`config.mk`:
```
export PLATFORM = sky130hd
export DESIGN_NAME = nmea_rmc_sentence_checker_top_flat
export DESIGN_NICKNAME = d
export VERILOG_FILES = /design/src/nrsc_pkg.sv /design/src/nrsc_if.sv /design/src/nmea_rmc_sentence_checker_top.sv /design/src/nrsc_queue.sv /design/src/nrsc_front.sv /design/src/nrsc_back.sv /design/src/flat_wrapper.sv
export SDC_FILE = /design/constraint.sdc
export NUM_CORES = 1
export LEC_CHECK = 0
export ABC_AREA = 1
export BUFFER_PORTS_ARGS = -buffer_cell sky130_fd_sc_hd__clkbuf_2
export CAP_MARGIN = 0
export CORE_MARGIN = 10
export CORE_UTILIZATION = 30
export DETAILED_ROUTE_END_ITERATION = 16
export SETUP_SLACK_MARGIN = 0.02
export SLEW_MARGIN = 40
export SYNTH_ARGS = -nofsm -noshare
export SYNTH_HDL_FRONTEND = slang
export SYNTH_SLANG_ARGS = --single-unit
```
`constraint.sdc`:
```
create_clock -name i_clk -period 3.5 [get_ports i_clk]
set_input_delay 0.7 -clock i_clk [delete_from_list [all_inputs] [get_ports i_clk]]
set_output_delay 0.7 -clock i_clk [all_outputs]
set_load 0.05 [all_outputs]
```
`src/nrsc_pkg.sv`:
```
`timescale 1ns / 1ps

package nrsc_pkg;

    // Default limits of the line store and of the sentence.
    localparam int LINE_STORE_BYTES_DEF   = 128;
    localparam int MAX_SENTENCE_BYTES_DEF = 82;

    // Fixed widths taken from the item fields.
    localparam int BYTE_W = 8;
    localparam int LEN_W  = 8;
    localparam int UTC_W  = 20;

    localparam logic [UTC_W-1:0] UTC_LIMIT = UTC_W'(999999);

    // Queue between the front and the back part.
    localparam int QUEUE_DEPTH = 4;
    localparam int QPTR_W      = $clog2(QUEUE_DEPTH);
    localparam int QCNT_W      = $clog2(QUEUE_DEPTH + 1);

    // Character codes.
    localparam logic [BYTE_W-1:0] CH_DOLLAR  = 8'h24;
    localparam logic [BYTE_W-1:0] CH_STAR    = 8'h2A;
    localparam logic [BYTE_W-1:0] CH_COMMA   = 8'h2C;
    localparam logic [BYTE_W-1:0] CH_DOT     = 8'h2E;
    localparam logic [BYTE_W-1:0] CH_ZERO    = 8'h30;
    localparam logic [BYTE_W-1:0] CH_NINE    = 8'h39;
    localparam logic [BYTE_W-1:0] CH_UPPER_A = 8'h41;
    localparam logic [BYTE_W-1:0] CH_NEWLINE = 8'h0A;
    localparam logic [BYTE_W-1:0] CH_NUL     = 8'h00;

    localparam logic [2:0] PREFIX_LEN = 3'd6;

    // Checksum phase of the current line.
    typedef enum logic [2:0] {
        PH_DOLLAR,
        PH_SUM,
        PH_CHECK1,
        PH_CHECK2,
        PH_DONE,
        PH_FAIL
    } t_phase;

    // RMC parse step of the current line.
    typedef enum logic [3:0] {
        FD_PREFIX,
        FD_COMMA,
        FD_UTC_FIRST,
        FD_UTC,
        FD_FRAC_FIRST,
        FD_FRAC,
        FD_STATUS,
        FD_STOP,
        FD_HELD
    } t_field;

    // One classified byte as it travels from the front to the back part.
    typedef struct packed {
        logic [BYTE_W-1:0] data;
        logic              is_end;
        logic              is_nul;
        logic              is_star;
        logic              is_digit;
        logic              idx_ok;
    } t_item;

    // Characters of the RMC sentence prefix.
    function automatic logic [BYTE_W-1:0] prefix_char(input logic [2:0] pos);
        logic [BYTE_W-1:0] c;
        case (pos)
            3'd0:    c = CH_DOLLAR;
            3'd1:    c = 8'h47;
            3'd2:    c = 8'h50;
            3'd3:    c = 8'h52;
            3'd4:    c = 8'h4D;
            3'd5:    c = 8'h43;
            default: c = CH_NUL;
        endcase
        return c;
    endfunction

    // Upper-case hex character of a nibble.
    function automatic logic [BYTE_W-1:0] hex_char(input logic [3:0] nib);
        logic [BYTE_W-1:0] c;
        if (nib < 4'd10) begin
            c = CH_ZERO + {4'd0, nib};
        end else begin
            c = CH_UPPER_A + {4'd0, nib} - 8'd10;
        end
        return c;
    endfunction

endpackage

```
`src/nrsc_if.sv`:
```
`timescale 1ns / 1ps

// Channel that carries received bytes.
interface nrsc_in_if import nrsc_pkg::*; ();
    logic              valid;
    logic              ready;
    logic [BYTE_W-1:0] rx_byte;

    modport source (output valid, output rx_byte, input ready);
    modport sink   (input valid, input rx_byte, output ready);
endinterface

// Channel that carries one result per line.
interface nrsc_out_if import nrsc_pkg::*; ();
    logic             valid;
    logic             ready;
    logic             checksum_ok;
    logic             rmc_found;
    logic             fix_active;
    logic [UTC_W-1:0] utc_time;

    modport source (output valid, output checksum_ok, output rmc_found,
                    output fix_active, output utc_time, input ready);
    modport sink   (input valid, input checksum_ok, input rmc_found,
                    input fix_active, input utc_time, output ready);
endinterface

```
`src/nmea_rmc_sentence_checker_top.sv`:
```
`timescale 1ns / 1ps
// Throughput: one byte per cycle while the queue is not full.
// A line end passes the queue into the output register; a result leaves it when taken.
// A four-item queue between front and back absorbs output stalls before ready drops.
// Reset (synchronous, active low) empties the queue and clears the line state.

module nmea_rmc_sentence_checker_top import nrsc_pkg::*; #(
    parameter int LINE_STORE_BYTES   = LINE_STORE_BYTES_DEF,
    parameter int MAX_SENTENCE_BYTES = MAX_SENTENCE_BYTES_DEF
) (
    input  logic       i_clk,
    input  logic       i_rst_n,
    nrsc_in_if.sink    i_in,
    nrsc_out_if.source o_out
);

    t_item q_in_item;
    t_item q_out_item;
    logic  q_push;
    logic  q_pop;
    logic  q_full;
    logic  q_empty;

    // Front: counts and classifies bytes.
    nrsc_front #(
        .LINE_STORE_BYTES   (LINE_STORE_BYTES),
        .MAX_SENTENCE_BYTES (MAX_SENTENCE_BYTES)
    ) u_front (
        .i_clk   (i_clk),
        .i_rst_n (i_rst_n),
        .i_in    (i_in),
        .i_full  (q_full),
        .o_push  (q_push),
        .o_item  (q_in_item)
    );

    // Queue between the two parts.
    nrsc_queue u_queue (
        .i_clk   (i_clk),
        .i_rst_n (i_rst_n),
        .i_push  (q_push),
        .i_item  (q_in_item),
        .i_pop   (q_pop),
        .o_item  (q_out_item),
        .o_full  (q_full),
        .o_empty (q_empty)
    );

    // Back: checksum and RMC parsing, result register.
    nrsc_back u_back (
        .i_clk   (i_clk),
        .i_rst_n (i_rst_n),
        .i_item  (q_out_item),
        .i_empty (q_empty),
        .o_pop   (q_pop),
        .o_out   (o_out)
    );

endmodule

```
`src/nrsc_queue.sv`:
```
`timescale 1ns / 1ps

module nrsc_queue import nrsc_pkg::*; (
    input  logic  i_clk,
    input  logic  i_rst_n,
    input  logic  i_push,
    input  t_item i_item,
    input  logic  i_pop,
    output t_item o_item,
    output logic  o_full,
    output logic  o_empty
);

    t_item             r_mem [QUEUE_DEPTH];
    logic [QPTR_W-1:0] r_wp;
    logic [QPTR_W-1:0] r_rp;
    logic [QCNT_W-1:0] r_cnt;
    logic              do_push;
    logic              do_pop;

    assign o_full  = (r_cnt == QCNT_W'(QUEUE_DEPTH));
    assign o_empty = (r_cnt == '0);
    assign o_item  = r_mem[r_rp];
    assign do_push = i_push && !o_full;
    assign do_pop  = i_pop && !o_empty;

    // Pointers and fill count.
    always_ff @(posedge i_clk) begin
        if (!i_rst_n) begin
            r_wp  <= '0;
            r_rp  <= '0;
            r_cnt <= '0;
        end else begin
            if (do_push) begin
                r_wp <= r_wp + 1'b1;
            end
            if (do_pop) begin
                r_rp <= r_rp + 1'b1;
            end
            if (do_push && !do_pop) begin
                r_cnt <= r_cnt + 1'b1;
            end else if (do_pop && !do_push) begin
                r_cnt <= r_cnt - 1'b1;
            end
        end
    end

    // Storage needs no reset.
    always_ff @(posedge i_clk) begin
        if (do_push) begin
            r_mem[r_wp] <= i_item;
        end
    end

endmodule

```
`src/nrsc_front.sv`:
```
`timescale 1ns / 1ps

module nrsc_front import nrsc_pkg::*; #(
    parameter int LINE_STORE_BYTES   = LINE_STORE_BYTES_DEF,
    parameter int MAX_SENTENCE_BYTES = MAX_SENTENCE_BYTES_DEF
) (
    input  logic        i_clk,
    input  logic        i_rst_n,
    nrsc_in_if.sink     i_in,
    input  logic        i_full,
    output logic        o_push,
    output t_item       o_item
);

    localparam logic [LEN_W-1:0] STORE_LIM = LEN_W'(LINE_STORE_BYTES);
    localparam logic [LEN_W-1:0] SENT_LIM  = LEN_W'(MAX_SENTENCE_BYTES);

    logic [LEN_W-1:0] r_len;
    logic [LEN_W-1:0] n_len;
    logic [BYTE_W-1:0] b;

    assign b          = i_in.rx_byte;
    assign i_in.ready = !i_full;
    assign o_push     = i_in.valid && !i_full;

    // Classify the byte; a newline or a full line store ends the line.
    always_comb begin
        o_item.data     = b;
        o_item.is_end   = (b == CH_NEWLINE) || (r_len >= STORE_LIM);
        o_item.is_nul   = (b == CH_NUL);
        o_item.is_star  = (b == CH_STAR);
        o_item.is_digit = (b >= CH_ZERO) && (b <= CH_NINE);
        o_item.idx_ok   = (r_len < SENT_LIM);
        n_len           = r_len;
        if (o_push) begin
            n_len = o_item.is_end ? '0 : r_len + 1'b1;
        end
    end

    // Count of bytes held in the current line.
    always_ff @(posedge i_clk) begin
        if (!i_rst_n) begin
            r_len <= '0;
        end else begin
            r_len <= n_len;
        end
    end

endmodule

```
`src/nrsc_back.sv`:
```
`timescale 1ns / 1ps

module nrsc_back import nrsc_pkg::*; (
    input  logic        i_clk,
    input  logic        i_rst_n,
    input  t_item       i_item,
    input  logic        i_empty,
    output logic        o_pop,
    nrsc_out_if.source  o_out
);

    t_phase            r_phase, n_phase;
    t_field            r_field, n_field;
    logic [BYTE_W-1:0] r_xor, n_xor;
    logic [BYTE_W-1:0] r_c1, n_c1;
    logic [BYTE_W-1:0] r_c2, n_c2;
    logic [2:0]        r_ppos, n_ppos;
    logic [BYTE_W-1:0] r_status, n_status;
    logic [UTC_W-1:0]  r_utc, n_utc;

    logic              r_ovalid, n_ovalid;
    logic              r_ok, n_ok;
    logic              r_rmc, n_rmc;
    logic              r_fix, n_fix;
    logic [UTC_W-1:0]  r_outc, n_outc;

    logic              out_free;
    logic [BYTE_W-1:0] b;
    logic [UTC_W+3:0]  utc_mul;
    logic              ok, rmc, fix;

    assign b        = i_item.data;
    assign out_free = !r_ovalid || o_out.ready;
    // A line end waits for room in the output register; other bytes always go.
    assign o_pop    = !i_empty && (!i_item.is_end || out_free);

    // Running UTC value times ten plus the new digit.
    assign utc_mul = {r_utc, 3'd0} + {2'd0, r_utc, 1'b0}
                   + {(UTC_W + 4 - 4)'(0), b[3:0]};

    // Line verdict from the state held so far.
    assign ok  = (r_phase == PH_DONE) && (r_c1 == hex_char(r_xor[7:4]))
              && (r_c2 == hex_char(r_xor[3:0]));
    assign rmc = ok && (r_ppos == PREFIX_LEN);
    assign fix = rmc && (r_field == FD_HELD) && (r_status == CH_UPPER_A);

    // Next state of both parsers and of the output register.
    always_comb begin
        n_phase  = r_phase;
        n_field  = r_field;
        n_xor    = r_xor;
        n_c1     = r_c1;
        n_c2     = r_c2;
        n_ppos   = r_ppos;
        n_status = r_status;
        n_utc    = r_utc;
        n_ovalid = r_ovalid && !o_out.ready;
        n_ok     = r_ok;
        n_rmc    = r_rmc;
        n_fix    = r_fix;
        n_outc   = r_outc;

        if (o_pop && i_item.is_end) begin
            n_ovalid = 1'b1;
            n_ok     = ok;
            n_rmc    = rmc;
            n_fix    = fix;
            n_outc   = rmc ? r_utc : '0;
            n_phase  = PH_DOLLAR;
            n_field  = FD_PREFIX;
            n_xor    = '0;
            n_c1     = '0;
            n_c2     = '0;
            n_ppos   = '0;
            n_status = '0;
            n_utc    = '0;
        end else if (o_pop) begin
            // Checksum parser.
            case (r_phase)
                PH_DOLLAR: begin
                    n_phase = (b == CH_DOLLAR) ? PH_SUM : PH_FAIL;
                end
                PH_SUM: begin
                    if (i_item.is_nul) begin
                        n_phase = PH_FAIL;
                    end else if (i_item.is_star) begin
                        n_phase = i_item.idx_ok ? PH_CHECK1 : PH_FAIL;
                    end else if (!i_item.idx_ok) begin
                        n_phase = PH_FAIL;
                    end else begin
                        n_xor = r_xor ^ b;
                    end
                end
                PH_CHECK1: begin
                    n_c1    = b;
                    n_phase = i_item.is_nul ? PH_FAIL : PH_CHECK2;
                end
                PH_CHECK2: begin
                    n_c2    = b;
                    n_phase = i_item.is_nul ? PH_FAIL : PH_DONE;
                end
                default: begin
                end
            endcase

            // RMC parser; the zero byte stops it unless it has already finished.
            if (i_item.is_nul && (r_field != FD_STOP) && (r_field != FD_HELD)) begin
                n_field = FD_STOP;
            end else begin
                case (r_field)
                    FD_PREFIX: begin
                        if ((r_ppos < PREFIX_LEN) && (b == prefix_char(r_ppos))) begin
                            n_ppos = r_ppos + 1'b1;
                            if (r_ppos == PREFIX_LEN - 1'b1) begin
                                n_field = FD_COMMA;
                            end
                        end else begin
                            n_field = FD_STOP;
                        end
                    end
                    FD_COMMA: begin
                        n_field = (b == CH_COMMA) ? FD_UTC_FIRST : FD_STOP;
                    end
                    FD_UTC_FIRST, FD_UTC: begin
                        if (i_item.is_digit) begin
                            n_utc   = (utc_mul > {4'd0, UTC_LIMIT}) ? UTC_LIMIT
                                                                    : utc_mul[UTC_W-1:0];
                            n_field = FD_UTC;
                        end else if ((r_field == FD_UTC) && (b == CH_DOT)) begin
                            n_field = FD_FRAC_FIRST;
                        end else begin
                            n_field = FD_STOP;
                        end
                    end
                    FD_FRAC_FIRST, FD_FRAC: begin
                        if (i_item.is_digit) begin
                            n_field = FD_FRAC;
                        end else if ((r_field == FD_FRAC) && (b == CH_COMMA)) begin
                            n_field = FD_STATUS;
                        end else begin
                            n_field = FD_STOP;
                        end
                    end
                    FD_STATUS: begin
                        n_status = b;
                        n_field  = FD_HELD;
                    end
                    default: begin
                    end
                endcase
            end
        end
    end

    // Control state.
    always_ff @(posedge i_clk) begin
        if (!i_rst_n) begin
            r_phase  <= PH_DOLLAR;
            r_field  <= FD_PREFIX;
            r_xor    <= '0;
            r_c1     <= '0;
            r_c2     <= '0;
            r_ppos   <= '0;
            r_status <= '0;
            r_utc    <= '0;
            r_ovalid <= 1'b0;
        end else begin
            r_phase  <= n_phase;
            r_field  <= n_field;
            r_xor    <= n_xor;
            r_c1     <= n_c1;
            r_c2     <= n_c2;
            r_ppos   <= n_ppos;
            r_status <= n_status;
            r_utc    <= n_utc;
            r_ovalid <= n_ovalid;
        end
    end

    // Result payload.
    always_ff @(posedge i_clk) begin
        r_ok   <= n_ok;
        r_rmc  <= n_rmc;
        r_fix  <= n_fix;
        r_outc <= n_outc;
    end

    assign o_out.valid       = r_ovalid;
    assign o_out.checksum_ok = r_ok;
    assign o_out.rmc_found   = r_rmc;
    assign o_out.fix_active  = r_fix;
    assign o_out.utc_time    = r_outc;

endmodule

```
`src/flat_wrapper.sv`:
```
// flat-port wrapper written by rule: the top's interface ports become plain ports
module nmea_rmc_sentence_checker_top_flat import nrsc_pkg::*;
#(
    parameter int LINE_STORE_BYTES   = LINE_STORE_BYTES_DEF,
    parameter int MAX_SENTENCE_BYTES = MAX_SENTENCE_BYTES_DEF
)
  (i_clk, i_rst_n, i_in_valid, i_in_rx_byte, i_in_ready, o_out_valid, o_out_checksum_ok, o_out_rmc_found, o_out_fix_active, o_out_utc_time, o_out_ready);
  nrsc_in_if i_in_i ();
  nrsc_out_if o_out_i ();
  input  logic i_clk;
  input  logic i_rst_n;
  input wire logic [$bits(i_in_i.valid)-1:0] i_in_valid;
  input wire logic [$bits(i_in_i.rx_byte)-1:0] i_in_rx_byte;
  output wire logic [$bits(i_in_i.ready)-1:0] i_in_ready;
  output wire logic [$bits(o_out_i.valid)-1:0] o_out_valid;
  output wire logic [$bits(o_out_i.checksum_ok)-1:0] o_out_checksum_ok;
  output wire logic [$bits(o_out_i.rmc_found)-1:0] o_out_rmc_found;
  output wire logic [$bits(o_out_i.fix_active)-1:0] o_out_fix_active;
  output wire logic [$bits(o_out_i.utc_time)-1:0] o_out_utc_time;
  input wire logic [$bits(o_out_i.ready)-1:0] o_out_ready;
  assign i_in_i.valid = i_in_valid;
  assign i_in_i.rx_byte = i_in_rx_byte;
  assign i_in_ready = i_in_i.ready;
  assign o_out_valid = o_out_i.valid;
  assign o_out_checksum_ok = o_out_i.checksum_ok;
  assign o_out_rmc_found = o_out_i.rmc_found;
  assign o_out_fix_active = o_out_i.fix_active;
  assign o_out_utc_time = o_out_i.utc_time;
  assign o_out_i.ready = o_out_ready;
  nmea_rmc_sentence_checker_top #(.LINE_STORE_BYTES(LINE_STORE_BYTES), .MAX_SENTENCE_BYTES(MAX_SENTENCE_BYTES)) u_core (.i_clk(i_clk), .i_rst_n(i_rst_n), .i_in(i_in_i), .o_out(o_out_i));
endmodule
```
# After elaboration in Yosys (flattened, before gate mapping)
# Memories as Yosys holds them, arrays and structs flattened. A register that Yosys moved wholly into a read port is not among the register bits.
# Index checks and enable logic that the tools add are counted.
[word_totals]
reg_bits = 101
ram_bits = 52
inputBits = 12
wordCells = 157
mem_count = 1
[mem_list]
columns = ["memory", "depth", "width", "read_ports", "rd_ports_with_merged_regs", "write_ports", "line_no", "text"]
rows = [
  ["u_core.u_queue.r_mem", 4, 13, 1, 1, 1, "nrsc_queue.sv:14", "t_item r_mem [QUEUE_DEPTH];"],
]
[op_classes]
add_sub_neg = 14
magnitude_cmp = 8
n_eq_ne = 31
mux = 33
n_bitwise = 5
n_reduce_logical = 48
[op_table]
columns = ["operator", "count"]
rows = [
  ["8-bit 2-to-1 mux", 7],
  ["7-bit case mux with 6 select lines", 1],
  ["8-bit by 6-bit == test with 1-bit output, second input constant", 4],
  ["3-bit 2-to-1 mux", 10],
  ["23-bit by 21-bit adder with 24-bit output", 1],
  ["24-bit by 4-bit adder with 24-bit output", 1],
  ["8-bit == test", 3],
  ["24-bit by 20-bit > comparator with 1-bit output, second input constant", 1],
  ["20-bit 2-to-1 mux", 1],
  ["4-bit case mux with 5 select lines", 1],
  ["1-bit logical AND", 19],
  ["7-bit by 4-bit adder with 8-bit output, first input constant", 2],
  ["8-bit by 4-bit subtractor with 8-bit output, second input constant", 2],
  ["3-bit == test, second input constant", 5],
  ["6-bit by 4-bit adder with 7-bit output, first input constant", 2],
  ["3-bit by 2-bit == test with 1-bit output, second input constant", 4],
  ["4-bit by 3-bit == test with 1-bit output, second input constant", 3],
  ["4-bit 2-to-1 mux", 3],
  ["3-bit case mux with 4 select lines", 1],
  ["3-bit logical NOT", 3],
  ["3-bit AND reduction", 3],
  ["8-bit by 1-bit adder with 8-bit output, second input constant", 1],
  ["4-bit by 2-bit == test with 1-bit output, second input constant", 2],
  ["8-bit by 4-bit == test with 1-bit output, second input constant", 1],
  ["30 further kinds", 58],
]

# Depth between registers and ports, before layout
# Gate-level depths: netlist (run 1).
[logic_depth]
ltp_word = 11
mapped_depth = 28

# Modules after synthesis
# A second synthesis (run 1) with hierarchy kept.
[hier_totals]
cells_unflattened = 1120
hier_area_um2 = 8887.3
[by_module_without_submodules]
columns = ["module", "instances", "cells_per_inst", "area_each_um2", "seq_area_each_um2"]
rows = [
  ["nrsc_back", 1, 831, 5835.6, 1951.9],
  ["nrsc_queue", 1, 196, 2461.1, 1741.7],
  ["nrsc_front", 1, 93, 590.6, 160.2],
]

# Worst setup path after synthesis (run 1)
# Ideal clock, no wire load.
[synth_timing]
path_type = "register to register"
from = "reg (tool-made name)"
to = "reg u_core.u_back.r_utc[17]"
setup_ns = 0.119
arrival_time_ns = 3.308
setup_slack_ns = 0.074
path_stages_with_launch = 25
path_buffers = 3
synth_period_minus_slack_ns = 3.426
path_cell_list = "dfxtp_1 buf_6 inv_4 buf_4 nand2_1 nand3_1 nand2_1 inv_1 fa_1 inv_1 fa_1 inv_1 nand2_1 nand2_1 and2_2 nand2_1 nand3_2 nand3_1 nand3_1 nand3_1 nor2_4 nand3_4 buf_12 nor2_2 nor2_2"
[synth_lines]
columns = ["item", "line_no", "text"]
rows = [
  ["to (signal assigned)", "nrsc_back.sv:175", "r_utc <= n_utc;"],
  ["to (decl)", "nrsc_back.sv:19", "logic [UTC_W-1:0] r_utc, n_utc;"],
]

==> impl_metrics.tcl, run 1 <==
set metrics [dict create \
    status "finished clean" \
    p_sw_frac 0.418 \
    tightest_slew_ns 0.727 \
    synth_top_cell_area_share 0.252 \
    gp_congestion 0.894 \
    fin_crit_ns 3.26 \
    nets 1255 \
    vdd_drop_max_v 0.000371 \
    ys_types 56 \
    num_vias 7503 \
    numCtsBuffers 17 \
    min_from "u_core.u_back.r_c1[2]$_SDFFE_PP0P_" \
    start_kind "register" \
    fillers 3037 \
    cpMostUsedCell "nand2_2" \
    via_per_inst 4.72 \
    holdCritPathClass "reg -> reg" \
    r2r_slack_ns 0.24 \
    wl_met2_um 10100 \
    avgSynthCellArea_sq_um 7.98 \
    num_antenna_cells 0 \
    clkTransAtPathRegs_ns 0.07 \
    cpLargestDelayFamily "simple AND/OR/NAND/NOR gates" \
    coreArea_sq_um 29600 \
    areaGrowthSynthToFinish_pct 16.3 \
    cts_max_level 4 \
    dieHeight_um 193 \
    power_frac_clock 0.283 \
    die_w_um 193 \
    power_per_cell_area_nw_per_um2 637 \
    synth_most_common_cell "nand2_1" \
    p_leak_nw 4.38 \
    top_layer "met4" \
    cts_sinks 155 \
    regArea_sq_um 3860 \
    worst-r2r-cell-count 25 \
    antenna_found_initial 0 \
    worstHoldEndpoint "u_core.u_back.r_c1[2]$_SDFFE_PP0P_" \
    skew_ns 0.0156 \
    synth_edf_count 75 \
    drt_iter0_drc 481 \
    cts_max_path_buffers 2 \
    num_io_pins 37 \
    finalCritPeriodShare 0.931 \
    slew_headroom 0.515 \
    setup-violations-final 0 \
    synth_nets 1191 \
    detail-route-antenna-nets 0 \
    critPathArrivalTime_ns 3.59 \
    combPwrFrac 0.369 \
    max_freq_mhz 307 \
    postCtsHoldBufs 0 \
    ys_seq_area_frac 0.431 \
    rsz0062_at_grt "no" \
    drc 0 \
    switching_power_mw 2.78 \
    die-area_sq_um 37100 \
    synth_area_sq_um 8950 \
    place_hpwl_um 16400 \
    finalHoldViolCount 0 \
    path_max_fanout 7 \
    drive_gt1_frac 0.163 \
    drt-met1-wl_um 10500 \
    rr_endpoint "u_core.u_back.r_utc[1]$_SDFFE_PP0P_" \
    rows 63 \
    io_buffers 36 \
    grt-ovfl-total 0 \
    grt_use_total 0.119 \
    ys.flop_type "dfxtp_1" \
    synth.area.top_cells "edfxtp_1, dfxtp_1, nand2_1, ha_1, inv_1" \
    hold_depth 2 \
    wl_met3_um 1030 \
    totalWireLength_um 21900 \
    clock_latency_ns 0.44 \
    wl_per_cell_um 13.8 \
    crit_path_max_incr_delay_ns 0.40 \
    initial_utilization 0.303 \
    drt_pass1_iterations 5 \
    ys_ff_latch 155 \
    worst_path_max_delay_cell "fa_2" \
    multi_input_area_sq_um 4410 \
    netlist_instances 1121 \
    cp.required_ns 3.83 \
    maxSlewViolCount 0 \
    worstSetupEndpointType "register" \
    grt_max_degree 48 \
    yosysTopAreaCell "edfxtp_1" \
    p_int_mw 3.86 \
    async_flop_share 0 \
    cts_root_buf "clkbuf_16" \
    cp_num_buf_inv 6 \
    cts_tree "yes" \
    grt_pass1_wl_um 35300 \
    critical_path_class "reg -> reg" \
    synth_common_cells "nand2_1, inv_1, nor2_1" \
    power.total_mw 6.63 \
    yosysWarnings 0 \
    grt_pass1_vias 6910 \
    hold_slack_ns 0.461 \
    cap_violations 0 \
    final.setup.tns_ns 0 \
    seq_power_share 0.348 \
]
==> flip-flops by register name, summed over array words and instances, names as in the netlist, named ones only <==
name	flops
u_core.u_back.r_xor	8
u_core.u_queue.r_cnt	3
u_core.u_back.r_ppos	3
u_core.u_back.r_field	4
u_core.u_back.o_out.fix_active	1
u_core.u_back.r_c1	8
u_core.u_back.o_out.rmc_found	1
u_core.u_back.r_phase	3
u_core.u_back.r_utc	20
u_core.u_back.o_out.checksum_ok	1
u_core.u_queue.r_mem	52
u_core.u_back.r_c2	8
u_core.u_back.o_out.utc_time	20
u_core.u_back.o_out.valid	1
u_core.u_front.r_len	8
u_core.u_queue.r_rp	2
u_core.u_queue.r_wp	2
u_core.u_back.r_status	8
==> final cells by class <==
type	instances	area share
Tap cell	390	0.0469
Clock buffer	17	0.0409
Clock inverter	15	0.0180
Timing Repair Buffer	67	0.0404
Inverter	164	0.0594
Multi-Input combinational cell	780	0.424
Sequential cell	155	0.371
==> kinds of logic after synthesis <==
group           after synthesis  synth area share
xor+xnor                     18            0.0176
compound gates              176             0.108
flops                       155             0.431
buf+inv                     189            0.0875
fa+ha+maj                    58            0.0836
simple gates                525             0.273
==> through the flow <==
step	instances	cell area (sq um)	setup WS, ns	util
2_1_floorplan	1121	8950	0.0736	-
3_3_place_gp	1546	9630	0.0968	0.326
3_5_place_dp	1546	9630	0.0000504	0.326
4_1_cts	1578	10200	0.0487	0.347
5_1_grt	1588	10400	0.00855	0.352
6_report	1588	10400	0.242	0.352
==> worst min-delay path: cells and delay by family, from the launching register on <==
family / cells / cell delay (ns)
DFF: 1 / 0.32
AOI/OAI and AO/OA: 1 / 0.05
buffers and inverters: 1 / 0.05
==> layout by cell type, fill, tap and decap left out, types with 5 or more instances in the layout <==
cell / n
nand2_1: 218
inv_1: 152
nor2_1: 107
dfxtp_1: 79
a21oi_1: 77
edfxtp_1: 75
nand3_1: 70
o21ai_0: 66
ha_1: 53
clkbuf_2: 36
buf_4: 29
nand4_1: 24
nand2_2: 23
nor3_1: 22
nor2_2: 22
clkbuf_16: 17
xor2_1: 12
inv_2: 11
nand3_2: 9
o21ai_1: 8
nor4_1: 6
xnor2_1: 6
nor2_4: 6
clkinv_8: 6
inv_8: 5
==> repair_timing <==
action / in CTS / in global routing
pin swaps: 0 / 14
gates cloned: 0 / 3
setup endpoints to repair: 12 / 20
gates resized for setup: 1 / 22
buffers inserted: 0 / 7
==> metal layers <==
metal | vias up | global-route usage
met2 | 167 | 0.193
li1 | 3857 | -
met5 | - | 0
met4 | 0 | 0.0328
met1 | 3455 | 0.154
met3 | 24 | 0.0300
==> worst max-delay path by stage <==
stage	slack, ns	cells past startpoint	endpoint	from
global placement	0.1	25	u_core.u_back.r_utc[0]$_SDFFE_PP0P_	register
floorplan	0.07	24	u_core.u_back.r_utc[17]$_SDFFE_PP0P_	register
finish	0.24	25	u_core.u_back.r_utc[1]$_SDFFE_PP0P_	register
CTS	0.05	25	u_core.u_back.r_utc[16]$_SDFFE_PP0P_	register
detailed placement	0.00005	25	u_core.u_back.r_utc[3]$_SDFFE_PP0P_	register
global route	0.009	23	u_core.u_back.r_utc[1]$_SDFFE_PP0P_	register
==> power by group through the flow <==
stage | sequential (mW) | combinational, mW | clock (mW)
global route | 2.33 | 2.72 | 2.00
CTS | 2.30 | 2.39 | 1.92
floorplan | 2.57 | 1.46 | 0
detailed placement | 2.34 | 2.39 | 0
global placement | 2.34 | 2.36 | 0
finish | 2.31 | 2.45 | 1.88
Note: power is estimated with default switching activity, not from simulation.
==> run 2, diff against run 1 <==
- CELL_PAD_IN_SITES_DETAIL_PLACEMENT: unset -> 1
- CELL_PAD_IN_SITES_GLOBAL_PLACEMENT: unset -> 1
- CORE_MARGIN: 10 -> 8
- PLACE_DENSITY_LB_ADDON: unset -> 0.1
==> run 2 against run 1 <==
Compared with the run above: first-iteration DRC count decreased by 41%; via count decreased by 0.63%; maximum frequency increased by 0.92%; design area increased by 0.19%; clock skew decreased by 0.0012 ns; die area decreased by 4.1%; sequential share of layout area decreased by 0.059 points; global-route usage increased by 3.1 points; critical path depth decreased by 4; register-to-register slack improved by 0.03 ns; hold slack improved by 0.0054 ns; power increased by 2.5%.
==> impl_metrics.tcl, run 2 (synthesis gave the netlist of run 1 again) <==
set metrics [dict create \
    die-area_sq_um 35600 \
    place_hpwl_um 19800 \
    fin_crit_ns 3.23 \
    hold_depth 2 \
    p_int_mw 3.90 \
    postCtsHoldBufs 0 \
    fin_cells 1586 \
    hold_slack_ns 0.466 \
    setup_ws_ns 0.271 \
    tightest_slew_ns 0.606 \
    grt_pass1_wl_um 42700 \
    cts_tree "yes" \
    areaGrowthSynthToFinish_pct 16.5 \
    p_leak_nw 4.39 \
    min_from "u_core.u_back.r_c1[2]$_SDFFE_PP0P_" \
    detail-route-antenna-nets 0 \
    vdd_drop_max_v 0.000345 \
    path_max_fanout 7 \
    io_buffers 36 \
    worst-r2r-cell-count 21 \
    num_antenna_cells 0 \
    rows 63 \
    nets 1253 \
    gp_congestion 0.771 \
    finalCritPeriodShare 0.922 \
    final.setup.tns_ns 0 \
    via_per_inst 4.70 \
    drt_pass1_iterations 4 \
    rsz0062_at_grt "yes" \
    initial_utilization 0.304 \
    worstSetupEndpointType "register" \
    drt_iter0_drc 282 \
    finalHoldViolCount 0 \
    power_frac_clock 0.282 \
    start_kind "register" \
    cap_violations 0 \
    critPathArrivalTime_ns 3.55 \
    cts_max_level 4 \
    place_ws_ns 0.0805 \
    grtUsageMet2 0.247 \
    clock_latency_ns 0.43 \
    dieHeight_um 189 \
    switching_power_mw 2.90 \
    totalWireLength_um 26000 \
    cp.required_ns 3.82 \
    r2r_slack_ns 0.27 \
    max_freq_mhz 310 \
    die_w_um 189 \
    mostFrequentLayoutCells "nand2_1, inv_1, nor2_1" \
    holdCritPathClass "reg -> reg" \
    final_common_cell "nand2_1" \
    power_per_cell_area_nw_per_um2 652 \
    maxSlewViolCount 0 \
    crit_path_max_incr_delay_ns 0.39 \
    placed_cells 1548 \
    antenna_found_initial 0 \
    setup-violations-final 0 \
    status "finished clean" \
    coreArea_sq_um 29500 \
    cts_sinks 155 \
    numCtsBuffers 17 \
    largest_register "u_core.u_queue.r_mem" \
    grt_pass1_vias 7880 \
    busiest_layer "met2" \
    seq_power_share 0.340 \
    skew_ns 0.0144 \
    p_sw_frac 0.427 \
    cts_max_path_buffers 2 \
    worstHoldEndpoint "u_core.u_back.r_c1[2]$_SDFFE_PP0P_" \
    grt-ovfl-total 0 \
    use_met3 0.0255 \
    wl_per_cell_um 16.4 \
    drive_gt1_frac 0.164 \
    num_io_pins 37 \
    cpMostUsedCell "nand2_1" \
    critical_path_class "reg -> reg" \
    worstPathCellList "inv_4 > nand2_1 > nand3_1 > nand2_1 > inv_1 > fa_1 > ha_2 > or2_1 > nand3_1 > nand2_1 > nand2_1 > nand2_1 > nand3_1 > nand2_1 > nor2_1 > nand2_1 > nor2_4 > buf_4 > nand3_4 > nor2_2 > nor2_2" \
    drc 0 \
    grt_use_total 0.150 \
    slew_headroom 0.593 \
    worst_path_max_delay_cell "dfxtp_4" \
    combPwrFrac 0.379 \
    grt_max_degree 26 \
    met1_usage 0.203 \
    rr_endpoint "u_core.u_back.r_utc[3]$_SDFFE_PP0P_" \
    num_vias 7456 \
    largest_reg_flops 52 \
    clkTransAtPathRegs_ns 0.08 \
    cts_root_buf "clkbuf_16" \
]
-- run 2: cell types whose count changed in the layout (fill, tap and decap cells not counted), moves of 3 or more --
cell,before,now
buf_12,0,3
nor2_4,6,3
buf_4,29,26
nor2_2,22,25
-- run 2: cell type report --
class	instances	area (sq um)
fillers	3582	19100
multi-input cells	779	4400
flip-flops and latches	155	3860
inverters	164	618
well taps	390	488
repair buffers	66	447
clock buffers	17	425
clock inverters	15	190
-- run 2: worst max-delay path, delay by kind of cell, from the launching register on --
kind                       cells  cell delay [ns]
and+or+nand+nor               16             1.76
buffers and inverters          3             0.25
DFF                            1             0.39
adders and majority gates      2             0.73
-- run 2: power groups by stage --
stage               logic [mW]  clock network, mW  registers [mW]
floorplan                 1.46                  0            2.57
global placement          2.56                  0            2.34
detailed placement        2.57                  0            2.34
CTS                       2.58               1.97            2.31
global route              2.88               2.05            2.34
finish                    2.57               1.91            2.31
-- run 2: repair_timing --
action / in CTS / in global routing
hold endpoints to repair: 0 / 0
gates resized for setup: 0 / 26
setup buffers: 0 / 4
setup endpoints to repair: 0 / 20
-- run 2: stage by stage --
| stage | total power, mW | area [sq um] | util |
|---|---|---|---|
| after floorplan | 4.03 | 8950 | - |
| after global placement | 4.91 | 9670 | 0.328 |
| after detailed placement | 4.91 | 9670 | 0.328 |
| after CTS | 6.85 | 10300 | 0.349 |
| after global routing | 7.26 | 10400 | 0.354 |
| final | 6.80 | 10400 | 0.354 |
-- run 2: how the worst max path moves through the flow --
| stage | endpoint | slack (ns) | cells after the start |
|---|---|---|---|
| global route | u_core.u_back.r_utc[1]$_SDFFE_PP0P_ | 0.003 | 22 |
| global placement | u_core.u_back.r_utc[4]$_SDFFE_PP0P_ | 0.15 | 23 |
| finish | u_core.u_back.r_utc[3]$_SDFFE_PP0P_ | 0.27 | 21 |
| CTS | u_core.u_back.r_utc[1]$_SDFFE_PP0P_ | 0.05 | 23 |
| floorplan | u_core.u_back.r_utc[17]$_SDFFE_PP0P_ | 0.07 | 24 |
| detailed placement | u_core.u_back.r_utc[1]$_SDFFE_PP0P_ | 0.08 | 23 |
-- run 2: metal layers --
layer  part of all wire  up-vias  wire length [um]
met5                  0        -                 0
met4              0.010        0               272
met3              0.022       19               575
met2               0.46       66             11900
met1               0.51     3524             13200
li1                   -     3847                 -
